### src/rtl/lwet_pkg.sv
// Shared types, constants and helper function of the layer window energy trigger.
`default_nettype none

package lwet_pkg;

    // Fixed sizes of the block.
    localparam int unsigned LAYER_LIMIT     = 128;
    localparam int unsigned CUT_TABLE_WORDS = 4;
    localparam int unsigned ENERGY_W        = 20;
    localparam int unsigned SUM_W           = 32;
    localparam int unsigned LAYER_W         = 7;
    localparam int unsigned WINDOW_W        = 8;
    localparam int unsigned COUNT_W         = 5;
    localparam int unsigned SPAN_W          = 9;
    localparam int unsigned LISTED_W        = 3;
    localparam int unsigned CFG_INDEX_W     = 3;
    localparam int unsigned CFG_DATA_W      = 32;
    localparam int unsigned PROD_W          = 24;
    localparam int unsigned IN_DATA_W       = 32;
    localparam int unsigned OUT_DATA_W      = 80;

    // Number of table words that can ever be in use, kept within one to four.
    localparam int unsigned WORDS_MAX =
        (CUT_TABLE_WORDS > 4) ? 4 : ((CUT_TABLE_WORDS < 1) ? 1 : CUT_TABLE_WORDS);

    // Register indexes of the configuration port.
    localparam logic [CFG_INDEX_W-1:0] REG_CUT_ONE     = 3'd0;
    localparam logic [CFG_INDEX_W-1:0] REG_CUT_TWO     = 3'd1;
    localparam logic [CFG_INDEX_W-1:0] REG_CUT_THREE   = 3'd2;
    localparam logic [CFG_INDEX_W-1:0] REG_CUT_FOUR    = 3'd3;
    localparam logic [CFG_INDEX_W-1:0] REG_LISTED_CUTS = 3'd4;
    localparam logic [CFG_INDEX_W-1:0] REG_BEAM_ENERGY = 3'd5;
    localparam logic [CFG_INDEX_W-1:0] REG_FIRST_LAYER = 3'd6;
    localparam logic [CFG_INDEX_W-1:0] REG_STOP_LAYER  = 3'd7;

    // Reset values of the configuration registers.
    localparam logic [LISTED_W-1:0] LISTED_CUTS_RESET = 3'd1;
    localparam logic [ENERGY_W-1:0] BEAM_ENERGY_RESET = 20'd64000;
    localparam logic [WINDOW_W-1:0] FIRST_LAYER_RESET = 8'd0;
    localparam logic [WINDOW_W-1:0] STOP_LAYER_RESET  = 8'd20;

    typedef struct packed {
        logic [3:0][SUM_W-1:0]  cut_table;
        logic [LISTED_W-1:0]    listed_cuts;
        logic [ENERGY_W-1:0]    beam_energy;
        logic [WINDOW_W-1:0]    first_layer;
        logic [WINDOW_W-1:0]    stop_layer;
    } cfg_t;

    // Number of cut table words in use: the register value clamped to one..WORDS_MAX.
    function automatic logic [LISTED_W-1:0] words_in_use(input logic [LISTED_W-1:0] listed);
        logic [LISTED_W-1:0] n;
        n = listed;
        if (n == '0)
        begin
            n = LISTED_W'(1);
        end
        if (n > LISTED_W'(WORDS_MAX))
        begin
            n = LISTED_W'(WORDS_MAX);
        end
        return n;
    endfunction

endpackage

`default_nettype wire

### src/rtl/lwet_cfg_regs.sv
// Configuration register bank of the layer window energy trigger.
`default_nettype none

module lwet_cfg_regs (
    input  wire logic                                clk,
    input  wire logic                                rst_n,
    input  wire logic                                cfg_we,
    input  wire logic [lwet_pkg::CFG_INDEX_W-1:0]    cfg_index,
    input  wire logic [lwet_pkg::CFG_DATA_W-1:0]     cfg_wdata,
    output lwet_pkg::cfg_t                           cfg
);

    lwet_pkg::cfg_t cfg_reg;
    lwet_pkg::cfg_t cfg_next;

    always_comb
    begin
        cfg_next = cfg_reg;
        if (cfg_we)
        begin
            unique case (cfg_index)
                lwet_pkg::REG_CUT_ONE:     cfg_next.cut_table[0] = cfg_wdata;
                lwet_pkg::REG_CUT_TWO:     cfg_next.cut_table[1] = cfg_wdata;
                lwet_pkg::REG_CUT_THREE:   cfg_next.cut_table[2] = cfg_wdata;
                lwet_pkg::REG_CUT_FOUR:    cfg_next.cut_table[3] = cfg_wdata;
                lwet_pkg::REG_LISTED_CUTS:
                    cfg_next.listed_cuts = cfg_wdata[lwet_pkg::LISTED_W-1:0];
                lwet_pkg::REG_BEAM_ENERGY:
                    cfg_next.beam_energy = cfg_wdata[lwet_pkg::ENERGY_W-1:0];
                lwet_pkg::REG_FIRST_LAYER:
                    cfg_next.first_layer = cfg_wdata[lwet_pkg::WINDOW_W-1:0];
                lwet_pkg::REG_STOP_LAYER:
                    cfg_next.stop_layer = cfg_wdata[lwet_pkg::WINDOW_W-1:0];
            endcase
        end
    end

    always_ff @(posedge clk or negedge rst_n)
    begin
        if (!rst_n)
        begin
            cfg_reg.cut_table   <= '0;
            cfg_reg.listed_cuts <= lwet_pkg::LISTED_CUTS_RESET;
            cfg_reg.beam_energy <= lwet_pkg::BEAM_ENERGY_RESET;
            cfg_reg.first_layer <= lwet_pkg::FIRST_LAYER_RESET;
            cfg_reg.stop_layer  <= lwet_pkg::STOP_LAYER_RESET;
        end
        else
        begin
            cfg_reg <= cfg_next;
        end
    end

    assign cfg = cfg_reg;

endmodule

`default_nettype wire

### src/rtl/layer_window_energy_trigger_core.sv
// Top level of the layer window energy trigger: hit accumulation and cut decision.
`default_nettype none

// Layer window energy trigger.
// Input stream (s_axis_*): one transaction per calorimeter hit or end marker. tuser is the
// hit flag, tlast marks the final transaction of an event, and tdata carries the layer,
// the energy in 1/8 MeV units and, on the final transaction, the signed electron count.
// A hit whose layer lies in [first_layer, stop_layer) and below the layer limit is added
// to a saturating 32-bit running sum.
// Output stream (m_axis_*): one transaction per event, carrying the pass flag
// (sum at or below the cut), the sum, the chosen cut, the layer span and the count.
// Throughput is one input transaction per cycle unless a stalled output holds back a final
// transaction; the running sum adder in the first stage feeds back on its own register. A
// result passes the stage 1, stage 2 and output registers after its final transaction is
// accepted: the first stage adds the hit and forms the (count - 1) * beam_energy product,
// the second adds the product to the base cut, saturates and compares. When the receiver
// stalls, the result stays in the output register and the stages behind it keep filling;
// s_axis_tready falls once a final transaction cannot move on. A hit that is not final
// never waits in stage 1 for the output side. Reset clears the running sum, all stage
// valid flags and restores the register defaults. Configuration is written through cfg_we,
// cfg_index and cfg_wdata, by the user only while the block is idle; nothing enforces this.

module layer_window_energy_trigger_core (
    input  wire logic                                clk,
    input  wire logic                                rst_n,
    // Input stream.
    input  wire logic                                s_axis_tvalid,
    output      logic                                s_axis_tready,
    // tdata: hit_layer [6:0], hit_energy [26:7], electron_count [31:27].
    input  wire logic [lwet_pkg::IN_DATA_W-1:0]      s_axis_tdata,
    // tuser: hit_valid.
    input  wire logic                                s_axis_tuser,
    input  wire logic                                s_axis_tlast,
    // Output stream.
    output      logic                                m_axis_tvalid,
    input  wire logic                                m_axis_tready,
    // tdata: pass [0], energy_sum [32:1], energy_cut [64:33], layer_span [73:65],
    // event_electrons [78:74], zero [79].
    output      logic [lwet_pkg::OUT_DATA_W-1:0]     m_axis_tdata,
    // Configuration write port.
    input  wire logic                                cfg_we,
    input  wire logic [lwet_pkg::CFG_INDEX_W-1:0]    cfg_index,
    input  wire logic [lwet_pkg::CFG_DATA_W-1:0]     cfg_wdata
);

    localparam int unsigned SUM_W    = lwet_pkg::SUM_W;
    localparam int unsigned ENERGY_W = lwet_pkg::ENERGY_W;
    localparam int unsigned LAYER_W  = lwet_pkg::LAYER_W;
    localparam int unsigned WINDOW_W = lwet_pkg::WINDOW_W;
    localparam int unsigned COUNT_W  = lwet_pkg::COUNT_W;
    localparam int unsigned SPAN_W   = lwet_pkg::SPAN_W;
    localparam int unsigned PROD_W   = lwet_pkg::PROD_W;
    localparam logic [SPAN_W-1:0] LAYER_LIMIT_W = SPAN_W'(lwet_pkg::LAYER_LIMIT);

    lwet_pkg::cfg_t cfg;

    lwet_cfg_regs u_cfg_regs (
        .clk       (clk),
        .rst_n     (rst_n),
        .cfg_we    (cfg_we),
        .cfg_index (cfg_index),
        .cfg_wdata (cfg_wdata),
        .cfg       (cfg)
    );

    // Stage 1: the accepted input transaction.
    logic                       s1_valid_reg,  s1_valid_next;
    logic                       s1_hit_reg;
    logic                       s1_last_reg;
    logic [LAYER_W-1:0]         s1_layer_reg;
    logic [ENERGY_W-1:0]        s1_energy_reg;
    logic [COUNT_W-1:0]         s1_count_reg;

    // Running sum of the current event.
    logic [SUM_W-1:0]           acc_reg, acc_next;

    // Stage 2: final sum and cut terms of an event.
    logic                       s2_valid_reg, s2_valid_next;
    logic [SUM_W-1:0]           s2_sum_reg;
    logic [SUM_W-1:0]           s2_base_reg;
    logic [PROD_W-1:0]          s2_prod_reg;
    logic [COUNT_W-1:0]         s2_count_reg;

    // Output register.
    logic                       out_valid_reg, out_valid_next;
    logic [lwet_pkg::OUT_DATA_W-1:0] out_data_reg;

    // Handshake and stage movement.
    logic in_accept;
    logic s1_adv;
    logic s2_adv;
    logic s2_free;
    logic out_free;

    assign out_free      = !out_valid_reg || m_axis_tready;
    assign s2_adv        = s2_valid_reg && out_free;
    assign s2_free       = !s2_valid_reg || s2_adv;
    assign s1_adv        = s1_valid_reg && (!s1_last_reg || s2_free);
    assign s_axis_tready = !s1_valid_reg || s1_adv;
    assign in_accept     = s_axis_tvalid && s_axis_tready;

    // Stage 1 logic: window check and saturating accumulation.
    logic                 in_window;
    logic [SUM_W:0]       acc_wide;
    logic [SUM_W-1:0]     acc_added;

    always_comb
    begin
        in_window = s1_hit_reg
            && ({1'b0, s1_layer_reg} >= cfg.first_layer)
            && ({1'b0, s1_layer_reg} < cfg.stop_layer)
            && ({2'b00, s1_layer_reg} < LAYER_LIMIT_W);
        acc_wide  = {1'b0, acc_reg} + (SUM_W + 1)'(s1_energy_reg);
        if (!in_window)
        begin
            acc_added = acc_reg;
        end
        else if (acc_wide[SUM_W])
        begin
            acc_added = '1;
        end
        else
        begin
            acc_added = acc_wide[SUM_W-1:0];
        end
    end

    always_comb
    begin
        acc_next = acc_reg;
        if (s1_adv)
        begin
            acc_next = s1_last_reg ? '0 : acc_added;
        end
    end

    // Stage 1 logic: cut terms from the electron count.
    // A count of zero or below gives a zero cut, a count within the table picks a word,
    // and a larger count extends the first word by beam_energy per extra electron.
    logic                       count_pos;
    logic [COUNT_W-2:0]         count_mag;
    logic [COUNT_W-2:0]         count_less;
    logic [lwet_pkg::LISTED_W-1:0] words;
    logic                       in_table;
    logic [SUM_W-1:0]           base_next;
    logic [PROD_W-1:0]          prod_next;

    always_comb
    begin
        count_pos  = !s1_count_reg[COUNT_W-1] && (s1_count_reg != '0);
        count_mag  = s1_count_reg[COUNT_W-2:0];
        count_less = count_mag - (COUNT_W-1)'(1);
        words      = lwet_pkg::words_in_use(cfg.listed_cuts);
        in_table   = count_mag <= (COUNT_W-1)'(words);
        base_next  = '0;
        prod_next  = '0;
        if (count_pos)
        begin
            if (in_table)
            begin
                base_next = cfg.cut_table[count_less[1:0]];
            end
            else
            begin
                base_next = cfg.cut_table[0];
                prod_next = PROD_W'(count_less) * PROD_W'(cfg.beam_energy);
            end
        end
    end

    // Stage 2 logic: saturated cut, decision and packing.
    logic [SUM_W:0]       cut_wide;
    logic [SUM_W-1:0]     cut_sat;
    logic [SPAN_W-1:0]    span;
    logic                 pass_bit;

    always_comb
    begin
        cut_wide = {1'b0, s2_base_reg} + (SUM_W + 1)'(s2_prod_reg);
        cut_sat  = cut_wide[SUM_W] ? '1 : cut_wide[SUM_W-1:0];
        span     = {1'b0, cfg.stop_layer} - {1'b0, cfg.first_layer};
        pass_bit = s2_sum_reg <= cut_sat;
    end

    // Valid flags.
    always_comb
    begin
        s1_valid_next = s1_valid_reg;
        if (in_accept)
        begin
            s1_valid_next = 1'b1;
        end
        else if (s1_adv)
        begin
            s1_valid_next = 1'b0;
        end

        s2_valid_next = s2_valid_reg;
        if (s1_adv && s1_last_reg)
        begin
            s2_valid_next = 1'b1;
        end
        else if (s2_adv)
        begin
            s2_valid_next = 1'b0;
        end

        out_valid_next = out_valid_reg;
        if (s2_adv)
        begin
            out_valid_next = 1'b1;
        end
        else if (m_axis_tready)
        begin
            out_valid_next = 1'b0;
        end
    end

    always_ff @(posedge clk or negedge rst_n)
    begin
        if (!rst_n)
        begin
            s1_valid_reg  <= 1'b0;
            s2_valid_reg  <= 1'b0;
            out_valid_reg <= 1'b0;
            acc_reg       <= '0;
        end
        else
        begin
            s1_valid_reg  <= s1_valid_next;
            s2_valid_reg  <= s2_valid_next;
            out_valid_reg <= out_valid_next;
            acc_reg       <= acc_next;
        end
    end

    // Payload registers.
    always_ff @(posedge clk)
    begin
        if (in_accept)
        begin
            s1_hit_reg    <= s_axis_tuser;
            s1_last_reg   <= s_axis_tlast;
            s1_layer_reg  <= s_axis_tdata[LAYER_W-1:0];
            s1_energy_reg <= s_axis_tdata[LAYER_W+ENERGY_W-1:LAYER_W];
            s1_count_reg  <= s_axis_tdata[LAYER_W+ENERGY_W+COUNT_W-1:LAYER_W+ENERGY_W];
        end
        if (s1_adv && s1_last_reg)
        begin
            s2_sum_reg   <= acc_added;
            s2_base_reg  <= base_next;
            s2_prod_reg  <= prod_next;
            s2_count_reg <= s1_count_reg;
        end
        if (s2_adv)
        begin
            out_data_reg <= {1'b0, s2_count_reg, span, cut_sat, s2_sum_reg, pass_bit};
        end
    end

    assign m_axis_tvalid = out_valid_reg;
    assign m_axis_tdata  = out_data_reg;

`ifndef SYNTH
    // The running sum starts over right after the final transaction of an event.
    assert property (@(posedge clk) disable iff (!rst_n)
        (s1_adv && s1_last_reg) |=> (acc_reg == '0))
        else $error("running sum not cleared after event end");

    // Within an event the saturating sum never goes down.
    assert property (@(posedge clk) disable iff (!rst_n)
        !(s1_adv && s1_last_reg) |=> (acc_reg >= $past(acc_reg)))
        else $error("running sum decreased within an event");

    // The pass flag agrees with the sum and cut that travel with it.
    assert property (@(posedge clk) disable iff (!rst_n)
        out_valid_reg |-> (out_data_reg[0] == (out_data_reg[32:1] <= out_data_reg[64:33])))
        else $error("pass flag inconsistent with sum and cut");

    // A count of zero or a negative count yields a zero cut.
    assert property (@(posedge clk) disable iff (!rst_n)
        (out_valid_reg && (out_data_reg[78] || (out_data_reg[78:74] == '0)))
            |-> (out_data_reg[64:33] == '0))
        else $error("nonzero cut for an event without electrons");
`endif

endmodule

`default_nettype wire
### config.mk
export PLATFORM = sky130hd
export DESIGN_NAME = layer_window_energy_trigger_core
export DESIGN_NICKNAME = d
export VERILOG_FILES = /design/src/rtl/lwet_pkg.sv /design/src/rtl/lwet_cfg_regs.sv /design/src/rtl/layer_window_energy_trigger_core.sv
export SDC_FILE = /design/constraint.sdc
export NUM_CORES = 1
export LEC_CHECK = 0
export ABC_AREA = 1
export BUFFER_PORTS_ARGS = -buffer_cell sky130_fd_sc_hd__buf_4
export CAP_MARGIN = 20
export CORE_MARGIN = 1.5
export CORE_UTILIZATION = 62
export DETAILED_ROUTE_END_ITERATION = 10
export PLACE_DENSITY = 0.89
export SLEW_MARGIN = 5
export SYNTH_ARGS = -nofsm -noshare
export SYNTH_HDL_FRONTEND = slang
export SYNTH_SLANG_ARGS = --single-unit
### constraint.sdc
create_clock -name clk -period 5.5 [get_ports clk]
set_input_delay 0.275 -clock clk [delete_from_list [all_inputs] [get_ports clk]]
set_output_delay 0.275 -clock clk [all_outputs]
set_load 0.03 [all_outputs]
==> results.md, run 1 <==
* Met3 Use GR at 5.77%
* Die ar. at 0.0391 mm²
* Root Driver: clkbuf_16
* Die Wd at 198 µm
* Hold Path Class: in -> reg
* Cell count after synthesis at 2768
* Startpoint types: flip-flop
* Met1 Use GR at 45.0%
* Final cell count without fillers at 3509
* Num CTS Buffers at 43
* Pwr dens at 371 mW/mm²
* P&R area growth vs syn at 15.7%
* Final core occ at 72.5%
* Count leader, synth: nand2_1
* Global router's overall resource usage at 33.5%
* Placed Cells at 3368
* Post-synth top area share at 26.3%
* FF/Latch Area at 0.0113 mm²
* Fraction of layout cells with a size suffix above 1 at 10.4%
* Post-Syn Area at 0.0235 mm²
* Final wirelength at 64800 µm
* Final Hold Viols at 0
* GRT busiest layer: met2
* Min Tclk post-route at 4.66 ns
* Largest register FFs at 167
* Core area at 0.0375 mm²
* Synth top area cells: edfxtp_1, dfrtp_1, nand2_1
* Final Max Tran Viols at 0
* N_diodes at 0
* Row Count at 71
* Htree depth at 2
* Syn Nets at 3011
* Post-synthesis sequential element count at 408
* Asr flop ratio synth at 49.5%
* Clock Skew at 0.0255 ns
* DRT iter0 DRCs at 2092
* Top post-synthesis cells by count: nand2_1, inv_1, o21ai_0, nor2_1, edfxtp_1
* CTS Sinks at 408
* Final period util at 84.7%
* DRC Markers at 0
* Synth area leader: edfxtp_1
* Setup tns final at 0 ns
* Peak supply drop at 0.304 mV
* First-pass GRT wire length at 102000 µm
* Worst slew pin tran at 1.03 ns
* Leakage at 0.0130 µW
* Worst setup path category: reg -> reg
* Yosys cell types at 50
* Maximum Capacitance Violations at 0
* Critical path data arrival time at 5.08 ns
* Sequential cell area fraction in the yosys report at 47.9%
* Yosys warns at 0
* Average cell area after synthesis at 8.49 µm²
* Filler cells at 2741
* Vias in the first global route at 19400
* EDFF count, synth at 206
* Reg clk slew, reported paths at 0.06 ns
* Starting Density at 62.7%
* Area of the multi-input gates at 0.0105 mm²
* WL/cell at 18.5 µm
* Ys flop type: edfxtp_1
* CTS tree: yes
* Vias per Instance at 5.75
* Later-pin clock latency in the skew report at 0.59 ns
* Relative slew slack at 31.0%
* Bufs on Longest Clock Path at 3
* Fin nets at 3206
* Unrepaired setup endpoints after global routing: false
* Status: completed
* I/O Buffers at 154
* Initial antenna violation count at 4
* Hold Crit Depth at 3
* Crit-path cells: inv_1 -> ha_1 -> clkinv_1 -> nand2_1 -> fa_1 -> inv_1 -> fa_1 -> ha_1 -> nand2_1 -> nor4_1 -> nand3_1 -> nand3_1 -> o21ai_0 -> a21oi_1
* Achievable Freq at 215 MHz
* Largest net degree at the start of global routing at 78
* Max incr delay on CP at 0.73 ns
* Die Ht at 198 µm
* DRT antenna net count at 0
* Setup repair bufs after CTS at 0
* Via count at 20200
* Met2 Resource Use GR at 54.7%
* Cell area after layout at 0.0272 mm²
* Routability Congestion at 0.939
* DR pass1 iterations at 8
* Io pins at 156
* # setup viols final at 0
* Slowest-stage cell, CP: ha_1
* Critical path required time at 5.92 ns
* Critical-path maximum fanout at 19
* Reg2reg path depth at 14
* Overflow after GRT at 0
* DP Wirelength at 45800 µm
* Crit. End Element: flip-flop
* Dpl cell area at 0.0251 mm²
-- area by class of cell --
class | instances | area share, %
clock buffers | 58 | 4.35
multi-input cells | 1912 | 38.8
clock inverters | 22 | 0.879
inverters | 364 | 5.04
repair buffers | 234 | 7.22
flip-flops and latches | 408 | 41.4
well taps | 511 | 2.35
-- per-layer routing --
metal  routed length [µm]  vias up  share of wire (%)
met5                    0        -                  0
met4                 2390        0                3.7
met3                 5940      148                9.2
met2                30500     1020                 47
met1                26000     9517                 40
li1                     -     9492                  -
-- cell families (layout without fill, tap and decap cells) --
kind of cell | count (synthesis) | after routing | share of synthesized area [%]
AO/OA/AOI/OAI | 534 | 534 | 12.2
XOR/XNOR | 38 | 38 | 1.42
adder cells (fa/ha/maj) | 169 | 169 | 10.2
buffers and inverters | 448 | 678 | 7.41
flip-flops | 408 | 408 | 47.9
other | 1 | 1 | 0.0160
AND/OR/NAND/NOR | 1170 | 1170 | 20.8
-- worst max-delay path: cells and delay by family, from the launching register on --
| family | cells | cell delay (ns) |
|---|---|---|
| flops | 1 | 0.41 |
| compound gates | 2 | 0.25 |
| buf+inv | 3 | 0.63 |
| fa+ha+maj | 4 | 1.90 |
| simple gates | 5 | 1.30 |
-- stage by stage --
stage / setup WS (ns) / hold WS [ns] / power [µW]
4_1_cts: 0.950 / 0.000109 / 10000
6_report: 0.841 / 0.0253 / 10100
3_3_place_gp: 1.13 / 0.286 / 6930
3_5_place_dp: 0.967 / 0.293 / 7060
2_1_floorplan: 0.642 / -0.0206 / 6150
5_1_grt: 0.594 / 0.0342 / 10600
-- repair_timing --
item	CTS	global route
resized for setup	0	0
hold buffers	59	0
endpoints found under the hold margin	132	0
-- final timing paths --
path                            startpoint                   to  slack, ns
hold reg to reg            s2_count_reg[4]     m_axis_tdata[78]       0.45
setup / recovery           s1_count_reg[1]      s2_prod_reg[21]       0.84
setup reg to reg           s1_count_reg[1]      s2_prod_reg[21]       0.84
min in group asynchronous            rst_n   u_cfg_regs.cfg[55]       0.25
max in group asynchronous            rst_n   u_cfg_regs.cfg[10]       3.81
hold / removal               cfg_wdata[24]  u_cfg_regs.cfg[159]       0.03
-- where the power goes --
group          switching [µW]  internal (µW)
Clock                    1260           1670
Combinational            2050           1080
Sequential                276           3750
-- placed cells by master, fill, tap and decap left out, types with 16 or more instances in the layout --
cell type,synthesis,layout
a21oi_1,113,111
a31oi_1,33,33
buf_4,3,171
clkbuf_16,0,43
dfrtp_1,193,193
dlygate4sd3_1,0,59
edfxtp_1,206,206
fa_1,39,39
ha_1,130,130
inv_1,350,348
nand2_1,639,639
nand3_1,110,109
nand4_1,21,21
nor2_1,312,309
nor3_1,22,22
o21ai_0,324,324
or2_2,16,16
xor2_1,29,29
(Power assumes the default switching activity.)
==> run 2, diff against run 1 <==
--- a/config.mk
+++ b/config.mk
@@ -9,9 +9,9 @@
 export BUFFER_PORTS_ARGS = -buffer_cell sky130_fd_sc_hd__buf_4
 export CAP_MARGIN = 20
 export CORE_MARGIN = 1.5
-export CORE_UTILIZATION = 62
+export CORE_UTILIZATION = 56
 export DETAILED_ROUTE_END_ITERATION = 10
-export PLACE_DENSITY = 0.89
+export PLACE_DENSITY = 0.86
 export SLEW_MARGIN = 5
 export SYNTH_ARGS = -nofsm -noshare
 export SYNTH_HDL_FRONTEND = slang
==> constraint.sdc (replaced) <==
create_clock -name clk -period 4.15 [get_ports clk]
set_input_delay 0.2075 -clock clk [delete_from_list [all_inputs] [get_ports clk]]
set_output_delay 0.2075 -clock clk [all_outputs]
set_load 0.03 [all_outputs]
==> results.md, run 2 (same netlist as run 1, synthesis figures left out) <==
* Largest register FFs at 167
* Pwr dens at 488 mW/mm²
* N_diodes at 0
* Relative slew slack at 26.5%
* DRT antenna net count at 0
* DRT iter0 DRCs at 2047
* Final wirelength at 64700 µm
* CTS Sinks at 408
* WL/cell at 18.2 µm
* First-pass GRT wire length at 103000 µm
* Clock power share at 28.3%
* Placed Cells at 3400
* # setup viols final at 0
* Worst Setup SP: s1_count_reg[0]
* Later-pin clock latency in the skew report at 0.59 ns
* Hold Path Class: in -> reg
* Fraction of layout cells with a size suffix above 1 at 11.5%
* Die ar. at 0.0432 mm²
* DR pass1 iterations at 6
* CTS tree: yes
* Status: completed
* Maximum Capacitance Violations at 0
* Fin Hold WS at 0.0221 ns
* Htree depth at 2
* RR Startpoint: s1_count_reg[0]
* Num CTS Buffers at 43
* Startpoint types: flip-flop
* Final period util at 96.4%
* Die Wd at 208 µm
* Routability Congestion at 0.943
* Bufs on Longest Clock Path at 3
* Leakage at 0.0131 µW
* I/O Buffers at 154
* Die Ht at 208 µm
* Worst setup path category: reg -> reg
* Worst slew pin tran at 1.10 ns
* Largest net degree at the start of global routing at 121
* Fin nets at 3230
* P&R area growth vs syn at 17.3%
* Switching Share at 35.6%
* Io pins at 156
* Achievable Freq at 250 MHz
* Crit. End Element: flip-flop
* Peak supply drop at 0.408 mV
* Cell Int Power at 8660 µW
* Critical path data arrival time at 4.33 ns
* Root Driver: clkbuf_16
* Final cell count without fillers at 3554
* Core area at 0.0411 mm²
* Critical-path maximum fanout at 17
* Critical path required time at 4.48 ns
* Commonest cells after routing, fill and taps aside: nand2_1, inv_1, o21ai_0, nor2_1, edfxtp_1
* Overall power at 13400 µW
* Logic pwr share at 31.9%
* Final core occ at 67.1%
* Vias per Instance at 5.74
* Reg clk slew, reported paths at 0.06 ns
* Overflow after GRT at 0
* Vias in the first global route at 19800
* Hold_sp: cfg_wdata[10]
* Initial antenna violation count at 1
* Via count at 20400
* Row Count at 74
* DRC Markers at 0
* Clock Skew at 0.0197 ns
* Final Max Tran Viols at 0
* Sw power at 4780 µW
* Final Hold Viols at 0
* Most common cell after layout, fill and taps aside: nand2_1
* Global router's overall resource usage at 29.9%
* Seq pwr share at 39.8%
* Min Tclk post-route at 4.00 ns
* Starting Density at 57.2%
* DP Wirelength at 45400 µm
[run 2: final timing paths]
kind,to,slack [ns],cells past startpoint
hold reg to reg,m_axis_tdata[74],0.42,0
setup / recovery,s2_prod_reg[22],0.15,15
min in group asynchronous,u_cfg_regs.cfg[92],0.33,2
setup reg to reg,s2_prod_reg[22],0.15,15
max in group asynchronous,u_cfg_regs.cfg[27],2.83,3
hold / removal,u_cfg_regs.cfg[81],0.02,3
[run 2: final cells by class]
class | instances | area, µm²
clock inverter | 17 | 138
timing repair buffer | 257 | 2200
fill | 3152 | 13500
clock buffer | 63 | 1250
sequential | 408 | 11300
inverter | 364 | 1370
tap | 532 | 666
multi-input combinational | 1913 | 10700
[run 2: power by group through the flow]
stage,clock [µW],sequential [µW],combinational (µW)
after global placement,0,5380,3860
after CTS,3840,5340,4130
after detailed placement,0,5400,4030
after global routing,4010,5400,4770
after floorplan,0,5450,2730
final,3810,5350,4290
[run 2: metal layers]
layer	GRT usage [%]	part of all wire [%]	routed length [µm]	up-vias
li1	-	-	-	9529
met1	39.9	41	26200	9662
met2	48.4	46	30100	994
met3	5.55	8.7	5640	220
met4	12.0	4.3	2760	2
met5	0	0.014	9	-
[run 2: stage by stage]
step	setup TNS [ns]	instance area, µm²	setup slack [ns]
after floorplan	-0.0977	23600	-0.0445
after global routing	-0.369	27600	-0.0526
after global placement	0	25300	0.221
after detailed placement	0	25300	0.148
after CTS	0	27400	0.106
final	0	27600	0.151
[run 2: worst max-delay path: stages (launching register included)]
cell and delay [ns]:
edfxtp_1 0.47, nor3_2 0.25, or2_2 0.15, nand2_1 0.08, buf_12 0.16, inv_1 0.11, nand2_1 0.09, fa_1 0.55
inv_1 0.06, fa_1 0.42, ha_1 0.37, a21oi_1 0.27, o21ai_0 0.18, a21oi_1 0.23, nand3_1 0.16, o21a_1 0.19
[run 2: what timing repair did]
action                     CTS  global route
setup endpoints to repair    0            15
setup buffers                0             1
hold endpoints to repair   245             0
hold buffers                68             0
gates resized for setup      0            21
